[src/rtl/wvf_pkg.sv]
// ----------------------------------------------------------------------------
// wvf_pkg
// Shared types and constants of the video frame WebSocket framer.
// ----------------------------------------------------------------------------
`default_nettype none

package wvf_pkg;

  // item opcodes
  typedef enum logic {
    OP_START = 1'b0,
    OP_DATA  = 1'b1
  } op_t;

  // frame kind codes; every other code is dropped
  localparam logic [1:0] KIND_DELTA = 2'd0;
  localparam logic [1:0] KIND_KEY   = 2'd1;

  // WebSocket header
  localparam logic [7:0] WS_FIN          = 8'h80;
  localparam logic [7:0] WS_OP_BINARY    = 8'h02;
  localparam logic [7:0] WS_MASK_FLAG    = 8'h80;
  localparam logic [7:0] WS_LEN_CODE_16  = 8'd126;
  localparam logic [7:0] WS_LEN_CODE_64  = 8'd127;
  localparam logic [24:0] WS_LEN7_LIMIT  = 25'd126;
  localparam logic [24:0] WS_LEN16_LIMIT = 25'd65536;

  // record
  localparam logic [31:0] REC_MAGIC   = 32'h342E5452;
  localparam logic [31:0] TEMPL_KEY   = 32'h354B0000;
  localparam logic [31:0] TEMPL_DELTA = 32'h35500000;
  localparam logic [24:0] REC_LEN     = 25'd12;

  // byte counter of the back end
  localparam int CNT_W = 4;
  localparam logic [CNT_W-1:0] CNT_REC_LAST  = 4'd11;
  localparam logic [CNT_W-1:0] CNT_KEY_LAST  = 4'd3;
  localparam logic [CNT_W-1:0] CNT_HDR7_LAST  = 4'd1;
  localparam logic [CNT_W-1:0] CNT_HDR16_LAST = 4'd3;
  localparam logic [CNT_W-1:0] CNT_HDR64_LAST = 4'd9;

  typedef enum logic [1:0] {
    FORM_7  = 2'd0,
    FORM_16 = 2'd1,
    FORM_64 = 2'd2
  } len_form_t;

  typedef enum logic [1:0] {
    BK_IDLE = 2'd0,
    BK_HDR  = 2'd1,
    BK_KEY  = 2'd2,
    BK_REC  = 2'd3
  } bk_state_t;

  // one queued command: either a frame start or one payload byte
  typedef struct packed {
    logic        is_start;
    logic        key_frame;
    logic [23:0] plen;
    logic [24:0] total;
    len_form_t   form;
    logic        cm;
    logic [31:0] key;
    logic [31:0] seq;
    logic [7:0]  data;
    logic        last;
  } qent_t;

endpackage

`default_nettype wire

[src/rtl/websocket_video_frame_framer.sv]
// ----------------------------------------------------------------------------
// websocket_video_frame_framer
// Wraps encoded video frames as binary WebSocket frames with a 12-byte
// record and optional client masking.
// ----------------------------------------------------------------------------
// Payload beats pass at one byte per cycle while the back end is idle and the
// output is not stalled; each is registered in the command queue and then in
// the output register. A start beat expands into 14 to 26 output bytes (2, 4
// or 10 header bytes, 4 mask key bytes when masking, 12 record bytes), one per
// cycle from the back end's byte sequencer while the output is not stalled;
// meanwhile the front end keeps taking beats until the command queue
// (QUEUE_DEPTH entries) is full. Unknown kinds and payload bytes outside an
// open frame are dropped at the input; they are accepted but push no command.
`default_nettype none

module websocket_video_frame_framer #(
  parameter int QUEUE_DEPTH = 2
) (
  input  wire         clk,
  input  wire         rst_n,
  input  wire         in_valid,
  output logic        in_ready,
  input  wire         in_op,
  input  wire  [1:0]  in_frame_kind,
  input  wire  [23:0] in_payload_len,
  input  wire         in_client_mask,
  input  wire  [31:0] in_mask_key,
  input  wire  [7:0]  in_data_byte,
  output logic        out_valid,
  input  wire         out_ready,
  output logic [7:0]  out_byte,
  output logic        out_in_header,
  output logic        out_frame_end
);

  wvf_pkg::qent_t q_wdata, q_rdata;
  logic           q_push, q_pop, q_full, q_valid;

  wvf_front u_front (
    .clk            (clk),
    .rst_n          (rst_n),
    .in_valid       (in_valid),
    .in_ready       (in_ready),
    .in_op          (in_op),
    .in_frame_kind  (in_frame_kind),
    .in_payload_len (in_payload_len),
    .in_client_mask (in_client_mask),
    .in_mask_key    (in_mask_key),
    .in_data_byte   (in_data_byte),
    .q_full         (q_full),
    .q_push         (q_push),
    .q_wdata        (q_wdata)
  );

  wvf_queue #(
    .DEPTH (QUEUE_DEPTH)
  ) u_queue (
    .clk     (clk),
    .rst_n   (rst_n),
    .push    (q_push),
    .wdata   (q_wdata),
    .full    (q_full),
    .q_valid (q_valid),
    .pop     (q_pop),
    .rdata   (q_rdata)
  );

  wvf_back u_back (
    .clk           (clk),
    .rst_n         (rst_n),
    .q_valid       (q_valid),
    .q_rdata       (q_rdata),
    .q_pop         (q_pop),
    .out_valid     (out_valid),
    .out_ready     (out_ready),
    .out_byte      (out_byte),
    .out_in_header (out_in_header),
    .out_frame_end (out_frame_end)
  );

endmodule

`default_nettype wire

[src/rtl/wvf_front.sv]
// ----------------------------------------------------------------------------
// wvf_front
// Accepts items, drops unknown kinds and stray bytes, tracks the open frame
// and the sequence number, and pushes commands into the queue.
// ----------------------------------------------------------------------------
`default_nettype none

module wvf_front (
  input  wire               clk,
  input  wire               rst_n,
  input  wire               in_valid,
  output logic              in_ready,
  input  wire               in_op,
  input  wire  [1:0]        in_frame_kind,
  input  wire  [23:0]       in_payload_len,
  input  wire               in_client_mask,
  input  wire  [31:0]       in_mask_key,
  input  wire  [7:0]        in_data_byte,
  input  wire               q_full,
  output logic              q_push,
  output wvf_pkg::qent_t    q_wdata
);

  logic [31:0] seq_r, seq_nxt;
  logic [23:0] bl_r, bl_nxt;
  logic        open_r, open_nxt;
  logic        accept, is_start, kind_ok, byte_ok;
  logic [24:0] total;

  assign in_ready = !q_full;
  assign accept   = in_valid && in_ready;
  assign is_start = (in_op == wvf_pkg::OP_START);
  assign kind_ok  = (in_frame_kind == wvf_pkg::KIND_DELTA) ||
                    (in_frame_kind == wvf_pkg::KIND_KEY);
  assign byte_ok  = open_r && (bl_r != 24'd0);
  assign total    = {1'b0, in_payload_len} + wvf_pkg::REC_LEN;

  assign q_push = accept && (is_start ? kind_ok : byte_ok);

  always_comb begin
    q_wdata.is_start  = is_start;
    q_wdata.key_frame = (in_frame_kind == wvf_pkg::KIND_KEY);
    q_wdata.plen      = in_payload_len;
    q_wdata.total     = total;
    if (total < wvf_pkg::WS_LEN7_LIMIT) begin
      q_wdata.form = wvf_pkg::FORM_7;
    end else if (total < wvf_pkg::WS_LEN16_LIMIT) begin
      q_wdata.form = wvf_pkg::FORM_16;
    end else begin
      q_wdata.form = wvf_pkg::FORM_64;
    end
    q_wdata.cm   = in_client_mask;
    q_wdata.key  = in_mask_key;
    q_wdata.seq  = seq_r;
    q_wdata.data = in_data_byte;
    q_wdata.last = (bl_r == 24'd1);
  end

  always_comb begin
    seq_nxt  = seq_r;
    bl_nxt   = bl_r;
    open_nxt = open_r;
    if (q_push) begin
      if (is_start) begin
        seq_nxt  = seq_r + 32'd1;
        bl_nxt   = in_payload_len;
        open_nxt = (in_payload_len != 24'd0);
      end else begin
        bl_nxt   = bl_r - 24'd1;
        open_nxt = (bl_r != 24'd1);
      end
    end
  end

  always_ff @(posedge clk) begin
    if (!rst_n) begin
      seq_r  <= 32'd0;
      bl_r   <= 24'd0;
      open_r <= 1'b0;
    end else begin
      seq_r  <= seq_nxt;
      bl_r   <= bl_nxt;
      open_r <= open_nxt;
    end
  end

  // an open frame always has bytes outstanding
  a_open_has_bytes: assert property (@(posedge clk) disable iff (!rst_n)
    open_r |-> (bl_r != 24'd0))
    else $error("front: frame open with no bytes left");

endmodule

`default_nettype wire

[src/rtl/wvf_queue.sv]
// ----------------------------------------------------------------------------
// wvf_queue
// Short register FIFO of commands between front and back end.
// ----------------------------------------------------------------------------
`default_nettype none

module wvf_queue #(
  parameter int DEPTH = 2
) (
  input  wire               clk,
  input  wire               rst_n,
  input  wire               push,
  input  wvf_pkg::qent_t    wdata,
  output logic              full,
  output logic              q_valid,
  input  wire               pop,
  output wvf_pkg::qent_t    rdata
);

  localparam int PTR_W = (DEPTH > 1) ? $clog2(DEPTH) : 1;
  localparam int CNT_W = $clog2(DEPTH + 1);
  localparam logic [PTR_W-1:0] PTR_LAST = PTR_W'(DEPTH - 1);
  localparam logic [CNT_W-1:0] CNT_FULL = CNT_W'(DEPTH);

  wvf_pkg::qent_t   mem_r [DEPTH];
  logic [PTR_W-1:0] wr_ptr_r, wr_ptr_nxt, rd_ptr_r, rd_ptr_nxt;
  logic [CNT_W-1:0] cnt_r, cnt_nxt;
  logic             do_pop;

  assign full    = (cnt_r == CNT_FULL);
  assign q_valid = (cnt_r != '0);
  assign rdata   = mem_r[rd_ptr_r];
  assign do_pop  = pop && q_valid;

  always_comb begin
    wr_ptr_nxt = wr_ptr_r;
    rd_ptr_nxt = rd_ptr_r;
    cnt_nxt    = cnt_r;
    if (push) begin
      wr_ptr_nxt = (wr_ptr_r == PTR_LAST) ? '0 : wr_ptr_r + PTR_W'(1);
    end
    if (do_pop) begin
      rd_ptr_nxt = (rd_ptr_r == PTR_LAST) ? '0 : rd_ptr_r + PTR_W'(1);
    end
    unique case ({push, do_pop})
      2'b10:   cnt_nxt = cnt_r + CNT_W'(1);
      2'b01:   cnt_nxt = cnt_r - CNT_W'(1);
      default: cnt_nxt = cnt_r;
    endcase
  end

  always_ff @(posedge clk) begin
    if (push) begin
      mem_r[wr_ptr_r] <= wdata;
    end
  end

  always_ff @(posedge clk) begin
    if (!rst_n) begin
      wr_ptr_r <= '0;
      rd_ptr_r <= '0;
      cnt_r    <= '0;
    end else begin
      wr_ptr_r <= wr_ptr_nxt;
      rd_ptr_r <= rd_ptr_nxt;
      cnt_r    <= cnt_nxt;
    end
  end

  a_no_overflow: assert property (@(posedge clk) disable iff (!rst_n)
    push |-> !full)
    else $error("queue: push while full");

  a_no_underflow: assert property (@(posedge clk) disable iff (!rst_n)
    pop |-> q_valid)
    else $error("queue: pop while empty");

endmodule

`default_nettype wire

[src/rtl/wvf_back.sv]
// ----------------------------------------------------------------------------
// wvf_back
// Walks header, mask key and record bytes of a frame start, passes payload
// bytes, applies the rolling mask and holds the output register.
// ----------------------------------------------------------------------------
`default_nettype none

module wvf_back (
  input  wire               clk,
  input  wire               rst_n,
  input  wire               q_valid,
  input  wvf_pkg::qent_t    q_rdata,
  output logic              q_pop,
  output logic              out_valid,
  input  wire               out_ready,
  output logic [7:0]        out_byte,
  output logic              out_in_header,
  output logic              out_frame_end
);

  wvf_pkg::bk_state_t            st_r, st_nxt;
  logic [wvf_pkg::CNT_W-1:0]     cnt_r, cnt_nxt;
  wvf_pkg::qent_t                ent_r;
  logic [1:0]                    phase_r, phase_nxt;
  logic                          out_valid_r, out_valid_nxt;
  logic [7:0]                    out_byte_r, byte_nxt, raw_byte, mask_byte;
  logic                          out_hdr_r, hdr_nxt;
  logic                          out_end_r, end_nxt;
  logic                          advance, fire, load, mask_use;
  logic [wvf_pkg::CNT_W-1:0]     hdr_last;
  logic [7:0]                    hdr_byte, mflag;
  logic [31:0]                   rec_word, templ;

  assign advance = !out_valid_r || out_ready;
  assign q_pop   = (st_r == wvf_pkg::BK_IDLE) && advance && q_valid;
  assign fire    = q_pop;

  assign out_valid     = out_valid_r;
  assign out_byte      = out_byte_r;
  assign out_in_header = out_hdr_r;
  assign out_frame_end = out_end_r;

  assign mflag = ent_r.cm ? wvf_pkg::WS_MASK_FLAG : 8'h00;
  assign templ = ent_r.key_frame ? wvf_pkg::TEMPL_KEY : wvf_pkg::TEMPL_DELTA;

  always_comb begin
    unique case (ent_r.form)
      wvf_pkg::FORM_16: hdr_last = wvf_pkg::CNT_HDR16_LAST;
      wvf_pkg::FORM_64: hdr_last = wvf_pkg::CNT_HDR64_LAST;
      default:          hdr_last = wvf_pkg::CNT_HDR7_LAST;
    endcase
  end

  // header bytes after the first; only positions up to hdr_last are used
  always_comb begin
    hdr_byte = 8'h00;
    unique case (ent_r.form)
      wvf_pkg::FORM_16: begin
        unique case (cnt_r)
          4'd1:    hdr_byte = wvf_pkg::WS_LEN_CODE_16 | mflag;
          4'd2:    hdr_byte = ent_r.total[15:8];
          default: hdr_byte = ent_r.total[7:0];
        endcase
      end
      wvf_pkg::FORM_64: begin
        unique case (cnt_r)
          4'd1:    hdr_byte = wvf_pkg::WS_LEN_CODE_64 | mflag;
          4'd6:    hdr_byte = {7'd0, ent_r.total[24]};
          4'd7:    hdr_byte = ent_r.total[23:16];
          4'd8:    hdr_byte = ent_r.total[15:8];
          4'd9:    hdr_byte = ent_r.total[7:0];
          default: hdr_byte = 8'h00;
        endcase
      end
      default: hdr_byte = {1'b0, ent_r.total[6:0]} | mflag;
    endcase
  end

  always_comb begin
    unique case (cnt_r[3:2])
      2'd0:    rec_word = wvf_pkg::REC_MAGIC;
      2'd1:    rec_word = ent_r.seq;
      default: rec_word = templ | {8'h00, ent_r.plen};
    endcase
  end

  always_comb begin
    unique case (phase_r)
      2'd0:    mask_byte = ent_r.key[7:0];
      2'd1:    mask_byte = ent_r.key[15:8];
      2'd2:    mask_byte = ent_r.key[23:16];
      default: mask_byte = ent_r.key[31:24];
    endcase
  end

  // next state
  always_comb begin
    st_nxt  = st_r;
    cnt_nxt = cnt_r;
    unique case (st_r)
      wvf_pkg::BK_IDLE: begin
        if (fire && q_rdata.is_start) begin
          st_nxt  = wvf_pkg::BK_HDR;
          cnt_nxt = 4'd1;
        end
      end
      wvf_pkg::BK_HDR: begin
        if (advance) begin
          if (cnt_r == hdr_last) begin
            st_nxt  = ent_r.cm ? wvf_pkg::BK_KEY : wvf_pkg::BK_REC;
            cnt_nxt = '0;
          end else begin
            cnt_nxt = cnt_r + 4'd1;
          end
        end
      end
      wvf_pkg::BK_KEY: begin
        if (advance) begin
          if (cnt_r == wvf_pkg::CNT_KEY_LAST) begin
            st_nxt  = wvf_pkg::BK_REC;
            cnt_nxt = '0;
          end else begin
            cnt_nxt = cnt_r + 4'd1;
          end
        end
      end
      wvf_pkg::BK_REC: begin
        if (advance) begin
          if (cnt_r == wvf_pkg::CNT_REC_LAST) begin
            st_nxt  = wvf_pkg::BK_IDLE;
            cnt_nxt = '0;
          end else begin
            cnt_nxt = cnt_r + 4'd1;
          end
        end
      end
      default: begin
        st_nxt  = wvf_pkg::BK_IDLE;
        cnt_nxt = '0;
      end
    endcase
  end

  // outputs
  always_comb begin
    load     = 1'b0;
    mask_use = 1'b0;
    raw_byte = 8'h00;
    hdr_nxt  = 1'b0;
    end_nxt  = 1'b0;
    unique case (st_r)
      wvf_pkg::BK_IDLE: begin
        load = fire;
        if (q_rdata.is_start) begin
          raw_byte = wvf_pkg::WS_FIN | wvf_pkg::WS_OP_BINARY;
          hdr_nxt  = 1'b1;
        end else begin
          raw_byte = q_rdata.data;
          mask_use = 1'b1;
          end_nxt  = q_rdata.last;
        end
      end
      wvf_pkg::BK_HDR: begin
        load     = advance;
        raw_byte = hdr_byte;
        hdr_nxt  = 1'b1;
      end
      wvf_pkg::BK_KEY: begin
        load     = advance;
        raw_byte = ent_r.key[cnt_r[1:0]*8 +: 8];
        hdr_nxt  = 1'b1;
      end
      wvf_pkg::BK_REC: begin
        load     = advance;
        raw_byte = rec_word[cnt_r[1:0]*8 +: 8];
        mask_use = 1'b1;
        end_nxt  = (cnt_r == wvf_pkg::CNT_REC_LAST) && (ent_r.plen == 24'd0);
      end
      default: begin
        load = 1'b0;
      end
    endcase

    byte_nxt  = raw_byte;
    phase_nxt = phase_r;
    if (mask_use && ent_r.cm) begin
      byte_nxt = raw_byte ^ mask_byte;
      if (load) begin
        phase_nxt = phase_r + 2'd1;
      end
    end
    if (fire && q_rdata.is_start) begin
      phase_nxt = 2'd0;
    end

    if (load) begin
      out_valid_nxt = 1'b1;
    end else if (out_ready) begin
      out_valid_nxt = 1'b0;
    end else begin
      out_valid_nxt = out_valid_r;
    end
  end

  always_ff @(posedge clk) begin
    if (fire && q_rdata.is_start) begin
      ent_r <= q_rdata;
    end
    if (load) begin
      out_byte_r <= byte_nxt;
      out_hdr_r  <= hdr_nxt;
      out_end_r  <= end_nxt;
    end
  end

  always_ff @(posedge clk) begin
    if (!rst_n) begin
      st_r        <= wvf_pkg::BK_IDLE;
      cnt_r       <= '0;
      phase_r     <= 2'd0;
      out_valid_r <= 1'b0;
    end else begin
      st_r        <= st_nxt;
      cnt_r       <= cnt_nxt;
      phase_r     <= phase_nxt;
      out_valid_r <= out_valid_nxt;
    end
  end

  a_key_only_masked: assert property (@(posedge clk) disable iff (!rst_n)
    (st_r == wvf_pkg::BK_KEY) |-> ent_r.cm)
    else $error("back: mask key bytes on an unmasked frame");

  a_hdr_cnt_range: assert property (@(posedge clk) disable iff (!rst_n)
    (st_r == wvf_pkg::BK_HDR) |-> ((cnt_r != '0) && (cnt_r <= hdr_last)))
    else $error("back: header byte counter out of range");

endmodule

`default_nettype wire

[config.mk]
export PLATFORM = sky130hd
export DESIGN_NAME = websocket_video_frame_framer
export DESIGN_NICKNAME = d
export VERILOG_FILES = /design/src/rtl/wvf_pkg.sv /design/src/rtl/websocket_video_frame_framer.sv /design/src/rtl/wvf_front.sv /design/src/rtl/wvf_queue.sv /design/src/rtl/wvf_back.sv
export SDC_FILE = /design/constraint.sdc
export NUM_CORES = 1
export LEC_CHECK = 0
export ABC_AREA = 1
export BUFFER_PORTS_ARGS = -buffer_cell sky130_fd_sc_hd__buf_2
export CAP_MARGIN = 10
export CORE_UTILIZATION = 50
export CTS_CLUSTER_DIAMETER = 50
export CTS_CLUSTER_SIZE = 14
export DETAILED_ROUTE_END_ITERATION = 16
export GPL_TIMING_DRIVEN = 1
export PLACE_DENSITY = 0.78
export SLEW_MARGIN = 20
export SYNTH_ARGS = -nofsm -noshare
export SYNTH_HDL_FRONTEND = slang
export SYNTH_HIERARCHICAL = 1
export SYNTH_SLANG_ARGS = --single-unit
[constraint.sdc]
create_clock -name clk -period 7.7 [get_ports clk]
set_input_delay 0.77 -clock clk [delete_from_list [all_inputs] [get_ports clk]]
set_output_delay 0.77 -clock clk [all_outputs]
set_load 0.01 [all_outputs]
==> out/results.tsv <==
metric	value	unit
commonest non-fill, non-tap cell in the layout	nand2_1	
I/O Pins	84	
CP Class	in2reg	
Starting DRT DRC Count	1494	
worst-margin pin slew	1.09	ns
Synthesized Nets	2040	
status	finished clean	
setup total negative slack	0	ns
leakage power	8.33	nW
Simple-Gate Fraction of Synth Area	0.168	
Yosys top cell area share	0.541	
final setup fails	0	
Clock Skews	0.0148	ns
prevailing post-synth register cell	edfxtp_1	
CP startpoint	in_op	
Reg area	12900	µm²
mux contribution to synthesized area	0.0730	
area growth from synthesis to layout	7.84	%
sequential element share of the synthesized area	0.609	
worst endpoint required time	7.89	ns
core area	41300	µm²
DRT Pass-1 Iters	6	
maxcap violations	0	
Compound-Gate Fraction of Synth Area	0.0586	
XOR/XNOR Fraction of Synth Area	0.00912	
Reg-to-Reg Start	u_queue/cnt_r[1]	
CTS Buf Count	45	
share of post-route cells with drive strength above 1	0.169	
adder and majority gate portion of the synthesized area	0.0118	
hpwl dp	33500	µm
GP Congestion	0.930	
number of synthesis warnings	6	
Critical R2R Capture	u_queue/mem_r[1][57]	
power density over the cells	268	nW/µm²
initial antenna violation count	2	
clock share of power	0.337	
Netlist cell types	52	
Net Sw Frac	0.280	
clock root cell	clkbuf_16	
Die Footprint	43100	µm²
Post-synth EDFFs	381	
Synth async-reset ratio	0	
Logic pwr share	0.167	
Multi-input gate area	6770	µm²
count of nets after finishing	2052	
CTS tree	yes	
# Post-CTS Setup Buffers	0	
hold crit path type	in2reg	
R2R depth	10	
antenna viol nets, final	0	
most frequent cells in the layout	nand2_1, edfxtp_1, nor2_1	
RSZ-0062 raised after global routing	false	
sequential power share	0.495	
Avg WL per Cell	19.3	µm
WL final	48800	µm
number of vias per cell	5.53	
Max FO, Critical Path	78	
Diodes inserted	0	
max-slew violation count	0	
largest cells by area after synthesis	edfxtp_1, nand2_1, dfxtp_1	
Internal Power	4.40	mW
Worst-Skew Late Latency	0.56	ns
Mapped Area	21100	µm²
Hold Vio Cnt, Final	0	
grt total ovfl	0	
Longest Clk Path Bufs	3	
Fmax	228	MHz
CP endpoint kind	flop	
P_sw	1.71	mW
DRC Markers	0	
die height	208	µm
Clock transition at path regs	0.06	ns
Rows	74	
PortBufs	83	
first-pass GRT wire length	75900	µm
cts hold-fix bufs	0	
vias	13900	
Critical Path Sink	u_queue/mem_r[1][57]	
Die Wd	208	µm
FF-to-FF setup slack	3.80	ns
Filler cells	3435	
dpl cells	2445	
Mean Syn Cell Area	10.8	µm²
main combinational cell family by area after synthesis	simple AND/OR/NAND/NOR gates	
starting density of the core	0.512	
vias in the first global route	13700	
arrival time worst endpoint	4.57	ns
post_cts resized	0	
Finished Layout Cells	2521	
largest net degree at the start of global routing	93	
Syn Inst Count	1948	
H-tree depth	2	
CTS Sinks	452	
all-layer global routing usage	0.226	
Yosys reg bits	452	
max_slew headroom	0.273	
Setup crit start kind	primary input	
Final Cycle Share	0.569	
cell taking the most area after synthesis	edfxtp_1	
Max IR drop VDD	0.152	mV
fin crit period	4.38	ns
-- kinds of logic after synthesis --
logic type | Yosys count
AND/OR/NAND/NOR | 815
flip-flops | 452
buffers and inverters | 295
AO/OA/AOI/OAI | 217
multiplexers | 127
XOR/XNOR | 22
adder cells (fa/ha/maj) | 20
-- flip-flops by register name, indices dropped and copies added, names as in the netlist, 2 cells and up, named ones only --
| signal | flops |
|---|---|
| u_back/cnt_r | 4 |
| u_back/st_r | 2 |
| u_back/ent_r | 117 |
| u_queue/cnt_r | 2 |
| u_front/bl_r | 24 |
| u_queue/mem_r | 254 |
| u_back/phase_r | 2 |
| u_back/out_byte | 8 |
| u_front/seq_r | 32 |
-- cell usage after synthesis (all sizes together) (7+ instances only) --
cell	number
a21oi	85
a22o	7
a31oi	9
buf	111
clkbuf	14
dfxtp	71
edfxtp	381
ha	20
inv	168
mux2	127
nand2	421
nand3	102
nand4	31
nor2	207
nor3	30
nor3b	7
nor4	11
o211ai	11
o21ai	91
xor2	17
-- final cells by class --
class,count,share of cell area
Sequential cell,452,0.565
Multi-Input combinational cell,1201,0.297
Clock buffer,63,0.0533
Tap cell,532,0.0292
Inverter,170,0.0283
Timing Repair Buffer,90,0.0207
Clock inverter,13,0.00664
-- critical path: stages --
cell	delay (ns)
buf_2	0.48
inv_2	0.35
a21oi_4	0.23
nand2_2	0.32
nand2_2	0.66
nand2_1	0.22
inv_4	0.79
buf_4	0.71
-- power by group through the flow --
| stage | registers (mW) | logic, mW | clock network [mW] |
|---|---|---|---|
| after floorplan | 3.04 | 0.768 | 0 |
| after global placement | 3.07 | 0.987 | 0 |
| after detailed placement | 3.08 | 1.00 | 0 |
| after CTS | 3.03 | 1.01 | 2.11 |
| after global routing | 3.05 | 1.13 | 2.20 |
| final | 3.03 | 1.02 | 2.06 |
-- worst min-delay path by stage --
| stage | startpoint | to | slack, ns | cells after the start |
|---|---|---|---|---|
| 2_1_floorplan | u_front/seq_r[20] | u_queue/mem_r[0][29] | 0.42 | 0 |
| 6_report | in_mask_key[0] | u_queue/mem_r[0][41] | 0.40 | 1 |
| 5_1_grt | in_mask_key[31] | u_queue/mem_r[1][72] | 0.38 | 1 |
| 3_5_place_dp | u_front/bl_r[23] | u_front/bl_r[23] | 0.46 | 2 |
| 3_3_place_gp | u_front/bl_r[23] | u_front/bl_r[23] | 0.46 | 2 |
| 4_1_cts | in_data_byte[3] | u_queue/mem_r[0][4] | 0.38 | 1 |
-- stage by stage --
stage                     total power [mW]  hold slack (ns)  instance area, µm²   util  worst slack, ns
final                                 6.11            0.399               22800  0.552             3.32
after global routing                  6.37            0.385               22800  0.552             2.99
after CTS                             6.15            0.378               22800  0.552             3.33
after detailed placement              4.08            0.456               21400  0.519             2.75
after global placement                4.06            0.455               21400  0.519             2.83
after floorplan                       3.81            0.420               21100      -            0.111
-- layer usage --
metal	track usage	wire, µm	vias up
li1	-	-	6652
met1	0.309	21400	6670
met2	0.370	23000	540
met3	0.0300	3030	81
met4	0.0816	1260	2
met5	0	13	-
No activity file was read; power rests on OpenSTA's default activity.
